--- src/design/kec_pkg.sv ---
// shared types, constants and constant tables for the kepler cordic solver
// depends on nothing; used by every module of the block
package kec_pkg;

    localparam int MW = 32;
    localparam int EW = 34;
    localparam int CW = 33;
    localparam int KW = 31;
    localparam int GW = 31;

    localparam logic signed [EW-1:0] PI_Q28      = 34'sh03243F6A9;
    localparam logic signed [EW-1:0] TWO_PI_Q28  = 34'sh06487ED51;
    localparam logic signed [EW-1:0] HALF_PI_Q28 = 34'sh01921FB54;
    localparam logic signed [CW-1:0] ONE_Q30     = 33'sh040000000;

    localparam logic REG_ECC  = 1'b0;
    localparam logic REG_ITER = 1'b1;

    typedef struct packed {
        logic signed [EW-1:0] e_acc;
        logic signed [CW-1:0] cs;
        logic signed [CW-1:0] sn;
        logic signed [MW-1:0] m;
    } stage_t;

    typedef logic [51:0] frac_tbl_t [27];

    localparam frac_tbl_t ATAN_FRAC = '{
        52'h921fb54442d18, 52'hdac670561bb4f, 52'hf5b75f92c80dd,
        52'hfd5ba9aac2f6e, 52'hff55bb72cfdea, 52'hffd55bba97625,
        52'hfff555bbb729b, 52'hfffd555bbba97, 52'hffff5555bbbb7,
        52'hffffd5555bbbc, 52'hfffff55555bbc, 52'hfffffd55555bc,
        52'hffffff555555c, 52'hffffffd555556, 52'hfffffff555555,
        52'hfffffffd55555, 52'hffffffff55555, 52'hffffffffd5555,
        52'hfffffffff5555, 52'hfffffffffd555, 52'hffffffffff555,
        52'hffffffffffd55, 52'hfffffffffff55, 52'hfffffffffffd5,
        52'hffffffffffff5, 52'hffffffffffffd, 52'hfffffffffffff
    };

    localparam frac_tbl_t GAIN_FRAC = '{
        52'h0,
        52'h6a09e667f3bcc, 52'h43d136248490e, 52'h3a261ba6d7a36,
        52'h37b9141deb3fe, 52'h371dac182eef5, 52'h36f6cfabd961f,
        52'h36ed1869f27e9, 52'h36eaaa970b20f, 52'h36ea0f222a6d1,
        52'h36e9e844efd24, 52'h36e9de8da104b, 52'h36e9dc1fcd4ee,
        52'h36e9db8458614, 52'h36e9db5d7b25d, 52'h36e9db53c3d6f,
        52'h36e9db5156034, 52'h36e9db50ba8e5, 52'h36e9db5093b11,
        52'h36e9db5089f9c, 52'h36e9db50878bf, 52'h36e9db5086f08,
        52'h36e9db5086c9a, 52'h36e9db5086bff, 52'h36e9db5086bd8,
        52'h36e9db5086bce, 52'h36e9db5086bcc
    };

    function automatic logic [63:0] round_shift(logic [63:0] v, int sh);
        logic [63:0] r;
        if (sh == 0)
        begin
            r = v;
        end
        else if (sh >= 54)
        begin
            r = '0;
        end
        else
        begin
            r = (v + (64'd1 << (sh - 1))) >> sh;
        end
        return r;
    endfunction

    function automatic logic [63:0] atan_q28(int n);
        logic [63:0] r;
        if (n <= 26)
        begin
            r = round_shift({11'd1, ATAN_FRAC[n]}, 25 + n);
        end
        else
        begin
            r = round_shift(64'h0010000000000000, 24 + n);
        end
        return r;
    endfunction

    function automatic logic [63:0] gain_q30(int n);
        logic [63:0] r;
        int k;
        k = (n > 26) ? 26 : n;
        if (n == 0)
        begin
            r = 64'h40000000;
        end
        else
        begin
            r = round_shift({11'd1, GAIN_FRAC[k]}, 23);
        end
        return r;
    endfunction

endpackage

--- src/design/kec_reduce.sv ---
// range reduction and quarter-turn start, one register stage
// depends on kec_pkg
module kec_reduce (
    input  logic                         clk,
    input  logic                         rst_n,
    input  logic                         in_valid,
    input  logic signed [kec_pkg::MW-1:0] mean_anomaly,
    output logic                         out_valid,
    output kec_pkg::stage_t              out_s
);
    import kec_pkg::*;

    logic signed [EW-1:0] m_ext;
    logic signed [EW-1:0] base;
    logic                 valid_reg;
    stage_t               s_reg;
    stage_t               s_next;

    assign m_ext = EW'(mean_anomaly);

    always_comb
    begin
        if (m_ext >= PI_Q28)
        begin
            base = TWO_PI_Q28;
        end
        else if (m_ext <= -PI_Q28)
        begin
            base = -TWO_PI_Q28;
        end
        else
        begin
            base = '0;
        end
        s_next.m  = mean_anomaly;
        s_next.cs = '0;
        if (base > m_ext)
        begin
            s_next.sn    = -ONE_Q30;
            s_next.e_acc = base - HALF_PI_Q28;
        end
        else
        begin
            s_next.sn    = ONE_Q30;
            s_next.e_acc = base + HALF_PI_Q28;
        end
    end

    always_ff @(posedge clk or negedge rst_n)
    begin
        if (!rst_n)
        begin
            valid_reg <= 1'b0;
        end
        else
        begin
            valid_reg <= in_valid;
        end
    end

    always_ff @(posedge clk)
    begin
        s_reg <= s_next;
    end

    assign out_valid = valid_reg;
    assign out_s     = s_reg;

endmodule

--- config.mk ---
export PLATFORM = sky130hd
export DESIGN_NAME = kec_reduce
export DESIGN_NICKNAME = d
export VERILOG_FILES = /design/src/design/kec_pkg.sv /design/src/design/kec_reduce.sv
export SDC_FILE = /design/constraint.sdc
export NUM_CORES = 1
export LEC_CHECK = 0
export BUFFER_PORTS_ARGS = -buffer_cell sky130_fd_sc_hd__buf_2
export CORE_MARGIN = 1
export CORE_UTILIZATION = 51
export CTS_BUF_LIST = sky130_fd_sc_hd__clkbuf_8
export DETAILED_ROUTE_END_ITERATION = 12
export GPL_TIMING_DRIVEN = 1
export PLACE_DENSITY = 0.95
export RECOVER_POWER = 50
export SLEW_MARGIN = 30
export SYNTH_ARGS = -nofsm -noshare
export SYNTH_HDL_FRONTEND = slang
export SYNTH_SLANG_ARGS = --single-unit
export TNS_END_PERCENT = 5
--- constraint.sdc ---
create_clock -name clk -period 0.91 [get_ports clk]
set_input_delay 0.1365 -clock clk [delete_from_list [all_inputs] [get_ports clk]]
set_output_delay 0.1365 -clock clk [all_outputs]
set_load 0.02 [all_outputs]
==> flow_summary.yaml <==
global_route:
  grt_pass1_vias: 3421
  grt_start_max_net_pins: 13
  grt.total_usage_pct: 37.8
  antenna_found_initial: 0
  overflow: 0
  grt_pass1_wl_um: 17800
status:
  violations: "negative setup slack"
  status: "complete, but fails checks"
final_layout:
  layout_commonest_cell: "buf_4"
  fin_util_pct: 92.0
  nNetsFinal: 621
  drive_above_1_share_pct: 57.9
  layout_common_cells: "buf_4, buf_6, conb_1"
  n_antenna_cell: 0
  area_growth_pct: 70.3
  stdcell_area_um2: 5580
  fin_cells: 626
floorplanning:
  start_util_pct: 54.0
  std_cell_rows: 28
  dieArea_um2: 6740
  dieHeight_um: 82.1
  die_x_um: 82.1
  pin_count: 168
  core_um2: 6060
cts:
  clockBufferDepth: 2
  cts.sinks: 62
  htreeDepth: 3
  cts-buffers-inserted: 9
  clk_pin_slew_ns: 0.08
  ctsRootBufferMaster: "clkbuf_8"
  tritoncts: "built"
pwr:
  power_density_nw_per_um2: 1960
  p_leak_nw: 2.76
  ir_worst_vdd_mv: 2.35
detailed_routing:
  firstDrtPassIters: 7
  wl_per_cell_um: 26.9
  ant_nets: 0
  viasPerCell: 6.12
  vias: 3828
  drcViolationCount: 0
  drt_iter0_drc: 636
  route.final.wire_length_um: 16800
timing:
  holdWs_ns: 0.0290
  setup_viol: 98
  drv_slew: 0
  hold_violations: 0
  rsz0062_at_grt: "true"
  worstMarginPinSlew_ns: 0.680
  period_minus_slack_ns: 4.30
  relSlewSlack_pct: 54.3
  fin_ws_ns: -3.39
  fmax_mhz: 233
  fin_crit_sh_pct: 472
synthesis:
  ys_ff_latch: 62
  synth_edf_count: 0
  yosysSeqAreaShare_pct: 38.1
  syn_area_per_cell_um2: 9.63
  async_flop_share_pct: 1.61
  ys.flop_type: "dfxtp_1"
  synthCells: 340
  ys_types: 50
  mappedNetlistArea_um2: 3270
  synth_warnings: 0
placed_design:
  dp.cells: 576
  io_buffers: 103
  hpwl_um: 6440
  place_congestion: 0.926
  place_area_um2: 4200
hold_path:
  hp-class: "in -> reg"
critical_path:
  worstSetupPathType: "in -> reg"
  crit_fanout: 7
  worstPathArrival_ns: 4.53
  end_kind: "register"
  cp-start-kind: "input pin"
  crit_required_ns: 1.14
run:
  max-cap-violations: 0
[cell families after synthesis]
group	Yosys count	synth area share (%)
xor+xnor	9	2.41
other cells	2	0.229
fa+ha+maj	40	16.0
simple gates	59	10.8
compound gates	51	10.9
flops	62	38.1
buf+inv	117	21.6
[worst paths after layout]
path,start,end,slack (ns),cells after the start
setup / recovery,mean_anomaly[28],out_s[131],-3.39,18
hold / removal,mean_anomaly[27],out_s[27],0.03,2
max in group asynchronous,rst_n,out_valid,0.72,2
min in group asynchronous,rst_n,out_valid,0.11,2
[registers in the layout (all words and copies together) (netlist names)]
signal,flops
out_s,61
out_valid,1
[layout make-up]
type / instances / area [um2]
repair inverters: 1 / 6.26
clock inverters: 5 / 63.8
repair buffers: 206 / 1770
well taps: 75 / 93.8
inverters: 43 / 166
multi-input cells: 223 / 2010
clock buffers: 11 / 151
fillers: 199 / 483
flip-flops and latches: 62 / 1310
[routing by layer]
layer / routed length [um] / vias up / track usage, %
li1: - / 1426 / -
met1: 5580 / 1729 / 35.5
met2: 7410 / 496 / 63.1
met3: 2350 / 173 / 15.7
met4: 1430 / 4 / 33.0
met5: 68 / - / 0
[worst max-delay path, stage by stage]
cell	delay, ns
buf_2	0.18
nor4bb_4	0.23
nand3_1	0.17
nor4_1	0.34
nand4b_1	0.25
o21ai_4	0.35
ha_4	0.28
a21oi_4	0.24
o21ai_2	0.16
a2111oi_4	0.45
o21ai_1	0.21
a211oi_2	0.29
o41a_1	0.27
buf_6	0.15
ha_4	0.21
buf_6	0.15
nor2_1	0.09
o41ai_2	0.34
[where the power goes]
part           total, mW  internal [mW]  switching (mW)
Sequential          3.57           3.26           0.309
Clock               2.71           1.44            1.27
Combinational       4.66           2.07            2.59
[cells in the mapped netlist (2+ instances only)]
master | instances | share of area, %
and4_1 | 3 | 0.80
nor2_1 | 11 | 1.3
a21o_1 | 3 | 0.69
conb_1 | 2 | 0.23
o21ai_0 | 11 | 1.7
xnor2_1 | 8 | 2.1
ha_1 | 37 | 14
o41ai_1 | 2 | 0.54
fa_1 | 3 | 1.8
buf_4 | 71 | 16
nand2b_1 | 2 | 0.38
a311oi_1 | 2 | 0.54
buf_1 | 2 | 0.23
and3_1 | 2 | 0.38
dfxtp_1 | 61 | 37
a211oi_1 | 3 | 0.69
inv_1 | 42 | 4.8
a21oi_1 | 17 | 2.6
nor4_1 | 5 | 0.96
nor4bb_1 | 3 | 0.92
nand3_1 | 4 | 0.61
nand2_1 | 11 | 1.3
or2_1 | 2 | 0.38
nand4_1 | 6 | 1.1
and4b_1 | 2 | 0.61
[per-stage QoR]
stage / power (mW) / setup slack (ns) / TNS (ns)
2_1_floorplan: 5.45 / -2.65 / -66.43
5_1_grt: 11.2 / -3.34 / -89.05
3_5_place_dp: 6.31 / -3.13 / -79.91
4_1_cts: 9.31 / -2.44 / -65.96
6_report: 10.9 / -3.39 / -87.17
3_3_place_gp: 6.16 / -2.91 / -74.95
[timing repair]
action / CTS / global route
hold buffers: 17 / 0
buffers inserted: 9 / 7
endpoints found under the hold margin: 17 / 0
gates cloned: 1 / 0
setup endpoints to repair: 98 / 98
resized for setup: 51 / 215
pin swaps: 11 / 15
(Power assumes the default switching activity.)
