$ cat src/design/kec_pkg.sv
// shared types, constants and constant tables for the kepler cordic solver
// depends on nothing; used by every module of the block
package kec_pkg;

    localparam int MW = 32;
    localparam int EW = 34;
    localparam int CW = 33;
    localparam int KW = 31;
    localparam int GW = 31;

    localparam logic signed [EW-1:0] PI_Q28      = 34'sh03243F6A9;
    localparam logic signed [EW-1:0] TWO_PI_Q28  = 34'sh06487ED51;
    localparam logic signed [EW-1:0] HALF_PI_Q28 = 34'sh01921FB54;
    localparam logic signed [CW-1:0] ONE_Q30     = 33'sh040000000;

    localparam logic REG_ECC  = 1'b0;
    localparam logic REG_ITER = 1'b1;

    typedef struct packed {
        logic signed [EW-1:0] e_acc;
        logic signed [CW-1:0] cs;
        logic signed [CW-1:0] sn;
        logic signed [MW-1:0] m;
    } stage_t;

    typedef logic [51:0] frac_tbl_t [27];

    localparam frac_tbl_t ATAN_FRAC = '{
        52'h921fb54442d18, 52'hdac670561bb4f, 52'hf5b75f92c80dd,
        52'hfd5ba9aac2f6e, 52'hff55bb72cfdea, 52'hffd55bba97625,
        52'hfff555bbb729b, 52'hfffd555bbba97, 52'hffff5555bbbb7,
        52'hffffd5555bbbc, 52'hfffff55555bbc, 52'hfffffd55555bc,
        52'hffffff555555c, 52'hffffffd555556, 52'hfffffff555555,
        52'hfffffffd55555, 52'hffffffff55555, 52'hffffffffd5555,
        52'hfffffffff5555, 52'hfffffffffd555, 52'hffffffffff555,
        52'hffffffffffd55, 52'hfffffffffff55, 52'hfffffffffffd5,
        52'hffffffffffff5, 52'hffffffffffffd, 52'hfffffffffffff
    };

    localparam frac_tbl_t GAIN_FRAC = '{
        52'h0,
        52'h6a09e667f3bcc, 52'h43d136248490e, 52'h3a261ba6d7a36,
        52'h37b9141deb3fe, 52'h371dac182eef5, 52'h36f6cfabd961f,
        52'h36ed1869f27e9, 52'h36eaaa970b20f, 52'h36ea0f222a6d1,
        52'h36e9e844efd24, 52'h36e9de8da104b, 52'h36e9dc1fcd4ee,
        52'h36e9db8458614, 52'h36e9db5d7b25d, 52'h36e9db53c3d6f,
        52'h36e9db5156034, 52'h36e9db50ba8e5, 52'h36e9db5093b11,
        52'h36e9db5089f9c, 52'h36e9db50878bf, 52'h36e9db5086f08,
        52'h36e9db5086c9a, 52'h36e9db5086bff, 52'h36e9db5086bd8,
        52'h36e9db5086bce, 52'h36e9db5086bcc
    };

    function automatic logic [63:0] round_shift(logic [63:0] v, int sh);
        logic [63:0] r;
        if (sh == 0)
        begin
            r = v;
        end
        else if (sh >= 54)
        begin
            r = '0;
        end
        else
        begin
            r = (v + (64'd1 << (sh - 1))) >> sh;
        end
        return r;
    endfunction

    function automatic logic [63:0] atan_q28(int n);
        logic [63:0] r;
        if (n <= 26)
        begin
            r = round_shift({11'd1, ATAN_FRAC[n]}, 25 + n);
        end
        else
        begin
            r = round_shift(64'h0010000000000000, 24 + n);
        end
        return r;
    endfunction

    function automatic logic [63:0] gain_q30(int n);
        logic [63:0] r;
        int k;
        k = (n > 26) ? 26 : n;
        if (n == 0)
        begin
            r = 64'h40000000;
        end
        else
        begin
            r = round_shift({11'd1, GAIN_FRAC[k]}, 23);
        end
        return r;
    endfunction

endpackage

$ cat src/design/kec_stage.sv
// one cordic rotation step with its own gain-scaled eccentricity register
// depends on kec_pkg
module kec_stage #(
    parameter int N = 0
) (
    input  logic                          clk,
    input  logic                          rst_n,
    input  logic [kec_pkg::KW-1:0]        eccentricity,
    input  logic                          active,
    input  logic                          in_valid,
    input  kec_pkg::stage_t               in_s,
    output logic                          out_valid,
    output kec_pkg::stage_t               out_s
);
    import kec_pkg::*;

    localparam logic [63:0] ATAN64 = atan_q28(N);
    localparam logic [63:0] GAIN64 = gain_q30(N);
    localparam logic signed [EW-1:0] ATAN = EW'(ATAN64);
    localparam logic [GW-1:0] GAIN = GW'(GAIN64);

    logic [KW-1:0]         ek_reg;
    logic [KW-1:0]         ek_next;
    logic [KW+GW-1:0]      ek_prod;
    logic [CW-1:0]         mag;
    logic [63:0]           prod;
    logic [CW-1:0]         p;
    logic signed [CW-1:0]  t;
    logic signed [EW:0]    diff;
    logic signed [CW-1:0]  ds;
    logic signed [CW-1:0]  dc;
    logic                  valid_reg;
    stage_t                s_reg;
    stage_t                s_next;

    assign ek_prod = {{GW{1'b0}}, eccentricity} * {{KW{1'b0}}, GAIN}
                   + (KW+GW)'(64'd1 << 29);
    assign ek_next = ek_prod[30 +: KW];

    always_comb
    begin
        mag  = in_s.sn[CW-1] ? CW'(-in_s.sn) : CW'(in_s.sn);
        prod = 64'(ek_reg) * 64'(mag) + (64'd1 << 31);
        p    = CW'(prod >> 32);
        t    = in_s.sn[CW-1] ? -$signed(p) : $signed(p);
        diff = (EW+1)'(in_s.e_acc) - (EW+1)'(t);
        ds   = in_s.sn >>> N;
        dc   = in_s.cs >>> N;
        s_next = in_s;
        if (active)
        begin
            if (diff > (EW+1)'(in_s.m))
            begin
                s_next.e_acc = in_s.e_acc - ATAN;
                s_next.cs    = in_s.cs + ds;
                s_next.sn    = in_s.sn - dc;
            end
            else
            begin
                s_next.e_acc = in_s.e_acc + ATAN;
                s_next.cs    = in_s.cs - ds;
                s_next.sn    = in_s.sn + dc;
            end
        end
    end

    always_ff @(posedge clk or negedge rst_n)
    begin
        if (!rst_n)
        begin
            valid_reg <= 1'b0;
        end
        else
        begin
            valid_reg <= in_valid;
        end
    end

    always_ff @(posedge clk)
    begin
        ek_reg <= ek_next;
        s_reg  <= s_next;
    end

    assign out_valid = valid_reg;
    assign out_s     = s_reg;

endmodule

$ cat config.mk
export PLATFORM = sky130hd
export DESIGN_NAME = kec_stage
export DESIGN_NICKNAME = d
export VERILOG_FILES = /design/src/design/kec_pkg.sv /design/src/design/kec_stage.sv
export SDC_FILE = /design/constraint.sdc
export NUM_CORES = 2
export LEC_CHECK = 0
export ABC_AREA = 1
export ABC_CLOCK_PERIOD_IN_PS = 22800
export BUFFER_PORTS_ARGS = -buffer_cell sky130_fd_sc_hd__buf_2
export CAP_MARGIN = 5
export CORE_MARGIN = 1.5
export CORE_UTILIZATION = 35
export DETAILED_ROUTE_END_ITERATION = 16
export HOLD_SLACK_MARGIN = 0.06
export PLACE_DENSITY = 0.59
export SYNTH_ARGS = -nofsm -noshare
export SYNTH_HDL_FRONTEND = slang
export SYNTH_SLANG_ARGS = --single-unit
export TNS_END_PERCENT = 30
$ cat constraint.sdc
create_clock -name clk -period 22.8 [get_ports clk]
set_input_delay 6.84 -clock clk [delete_from_list [all_inputs] [get_ports clk]]
set_output_delay 6.84 -clock clk [all_outputs]
set_load 0.05 [all_outputs]
==> flow_summary.ini <==
[timing]
worstMarginPinSlew_ns = 1.222
finClkSkew_ns = 0.02946
fin_tns_setup_ns = 0
setup_viol = 0
drv_slew = 0
grt_setup_unrepaired = no
holdWs_ns = 3.094
fmax_mhz = 45.99
finalHoldViolations = 0
fin_crit_sh_pct = 95.37
min_period_ns = 21.74
relSlewSlack_pct = 18.05

[setup_path]
crit_top_cell = nand2_1
reg2regPathDepth = 65
ff2ff_setup_slack_ns = 8.11
path_class = input pin to flop
rr_startpoint = ek_reg[15]
crit_required_ns = 23.24
end_kind = flop
crit_slowest_cell = fa_1
worstReg2RegEnd = out_s[124]
cp-start-kind = input pin
crit_fanout = 18
max_stage_delay_ns = 0.58
arrival_ns = 22.18

[drt]
first_pass_iters = 6
postRouteAntennaNets = 0
num_vias = 47574
drt-initial-drc-count = 4263
drc = 0
wire_per_inst_microns = 22.37
wl_microns = 204700
vias_per_cell = 5.198

[min_path]
hold_end = out_s[121]
min-delay-start = ek_reg[1]
hp-class = flop to flop
holdPathStages = 24

[global_route]
grt_first_pass_wirelength_microns = 301700
grt_max_degree = 78
gr-total-overflow = 0
antenna_found_initial = 5
grt_use_total_pct = 27.56
grt_pass1_vias = 48145

[clock_network]
clock-sinks = 164
tritoncts = built
numCtsBuffers = 17
clk_pin_slew_ns = 0.09
clock-root-buffer = clkbuf_16
cts_buffer_depth = 2
cts-htree-levels = 4
clk_latency_ns = 0.55

[floorplan]
core_sq_um = 144000
die-area_sq_um = 147700
die_w_microns = 384.3
start_util_pct = 35.33
io_pins = 300
rows = 139
die_height_microns = 384.3

[synthesis]
synthTopCellsByCount = inv_1, nand2_1, nor2_1
synth_top_area_cell = fa_1
ys_seq_elements = 164
synth_most_common_cell = inv_1
yosysWarnings = 0
synthCells = 7033
ys_types = 63
yosys.area.top_type_share_pct = 35.37
synth_edf_count = 0
synth_nets = 8564
avgSynthCellArea_sq_um = 7.234
synth_top_flop_cell = dfxtp_1
netlist_area_sq_um = 50880
synthArstFlopShare_pct = 0.6098
synth_area_leaders = fa_1, inv_1, ha_1
yosysSeqAreaShare_pct = 6.463

[flow_run]
maxCapViolCount = 0

[placed_design]
place.detailed.hpwl_microns = 169700
gp_congestion = 1.008
io_buffer_count = 299

[layout]
layout-drive-gt1-share_pct = 7.590
multi_input_area_sq_um = 40500
areaGrowthSynthToFinish_pct = 8.875
nFillCells = 15284
largest_reg_flops = 132
fin_util_pct = 38.47
regArea_sq_um = 3288
layout.nets = 8764

[run_status]
status = finished, final reports clean
## layout make-up
| type | instances | area share [%] |
|---|---|---|
| Multi-Input combinational cell | 4999 | 73.11 |
| Inverter | 1621 | 11.01 |
| Sequential cell | 164 | 5.936 |
| Timing Repair Buffer | 430 | 4.504 |
| Tap cell | 1903 | 4.298 |
| Clock buffer | 19 | 0.7815 |
| Clock inverter | 13 | 0.3343 |
| Antenna cell | 4 | 0.01807 |
## critical path: cells and delay by family
kind            cells  cell delay [ns]
xor+xnor            3             0.68
buf+inv            11             1.23
compound gates     16             3.65
simple gates       34             4.32
fa+ha+maj          12             5.43
## cell usage in the layout, fill, tap and decap left out, types with 51 or more instances in the layout
| master | Yosys | routed |
|---|---|---|
| inv_1 | 1586 | 1583 |
| nand2_1 | 1377 | 1377 |
| nor2_1 | 948 | 948 |
| fa_1 | 899 | 899 |
| ha_1 | 465 | 465 |
| a21oi_1 | 330 | 330 |
| buf_2 | 12 | 298 |
| o21ai_0 | 281 | 280 |
| nand3_1 | 174 | 174 |
| dfxtp_1 | 163 | 163 |
| xor2_1 | 137 | 137 |
| buf_4 | 9 | 131 |
| nand4_1 | 51 | 51 |
## how the worst max path moves through the flow
stage	startpoint	slack, ns	to
final	in_s[34]	1.06	out_s[124]
after global routing	in_s[34]	0.01	out_s[124]
after CTS	in_s[33]	1.16	out_s[124]
after detailed placement	in_s[33]	0.60	out_s[124]
after global placement	in_s[34]	0.56	out_s[124]
after floorplan	in_s[33]	2.22	out_s[124]
## cell families (layout without fill, tap and decap cells)
family	count (synthesis)	after routing	synth area share [%]
compound gates	778	778	8.479
other cells	0	4	0
flops	164	164	6.463
fa+ha+maj	1364	1364	46.81
buf+inv	1870	2083	13.98
simple gates	2691	2691	21.41
xor+xnor	166	166	2.858
## per-stage QoR
stage                     area, sq um  cells  setup WS [ns]
after floorplan                 50880   7033          2.220
after global placement          54710   9114         0.5578
after detailed placement        54710   9114         0.5986
after CTS                       55330   9146          1.158
after global routing            55390   9150        0.01425
final                           55390   9153          1.056
## repair_timing
item / CTS / global route
resized for setup: 0 / 8
endpoints found under the setup margin: 0 / 23
hold buffers: 0 / 0
buffers inserted: 0 / 3
## metal layers
| metal | wire (microns) | GRT usage (%) | vias to the layer above | part of all wire (%) |
|---|---|---|---|---|
| met5 | 0 | 0 | - | 0 |
| met2 | 92900 | 44.91 | 2274 | 45 |
| li1 | - | - | 21459 | - |
| met3 | 19090 | 6.037 | 421 | 9.3 |
| met1 | 82000 | 34.78 | 23420 | 40 |
| met4 | 10720 | 12.58 | 0 | 5.2 |
Power is not shown: default switching activity piles up to over one toggle a cycle in this logic, so the estimate is an artifact.
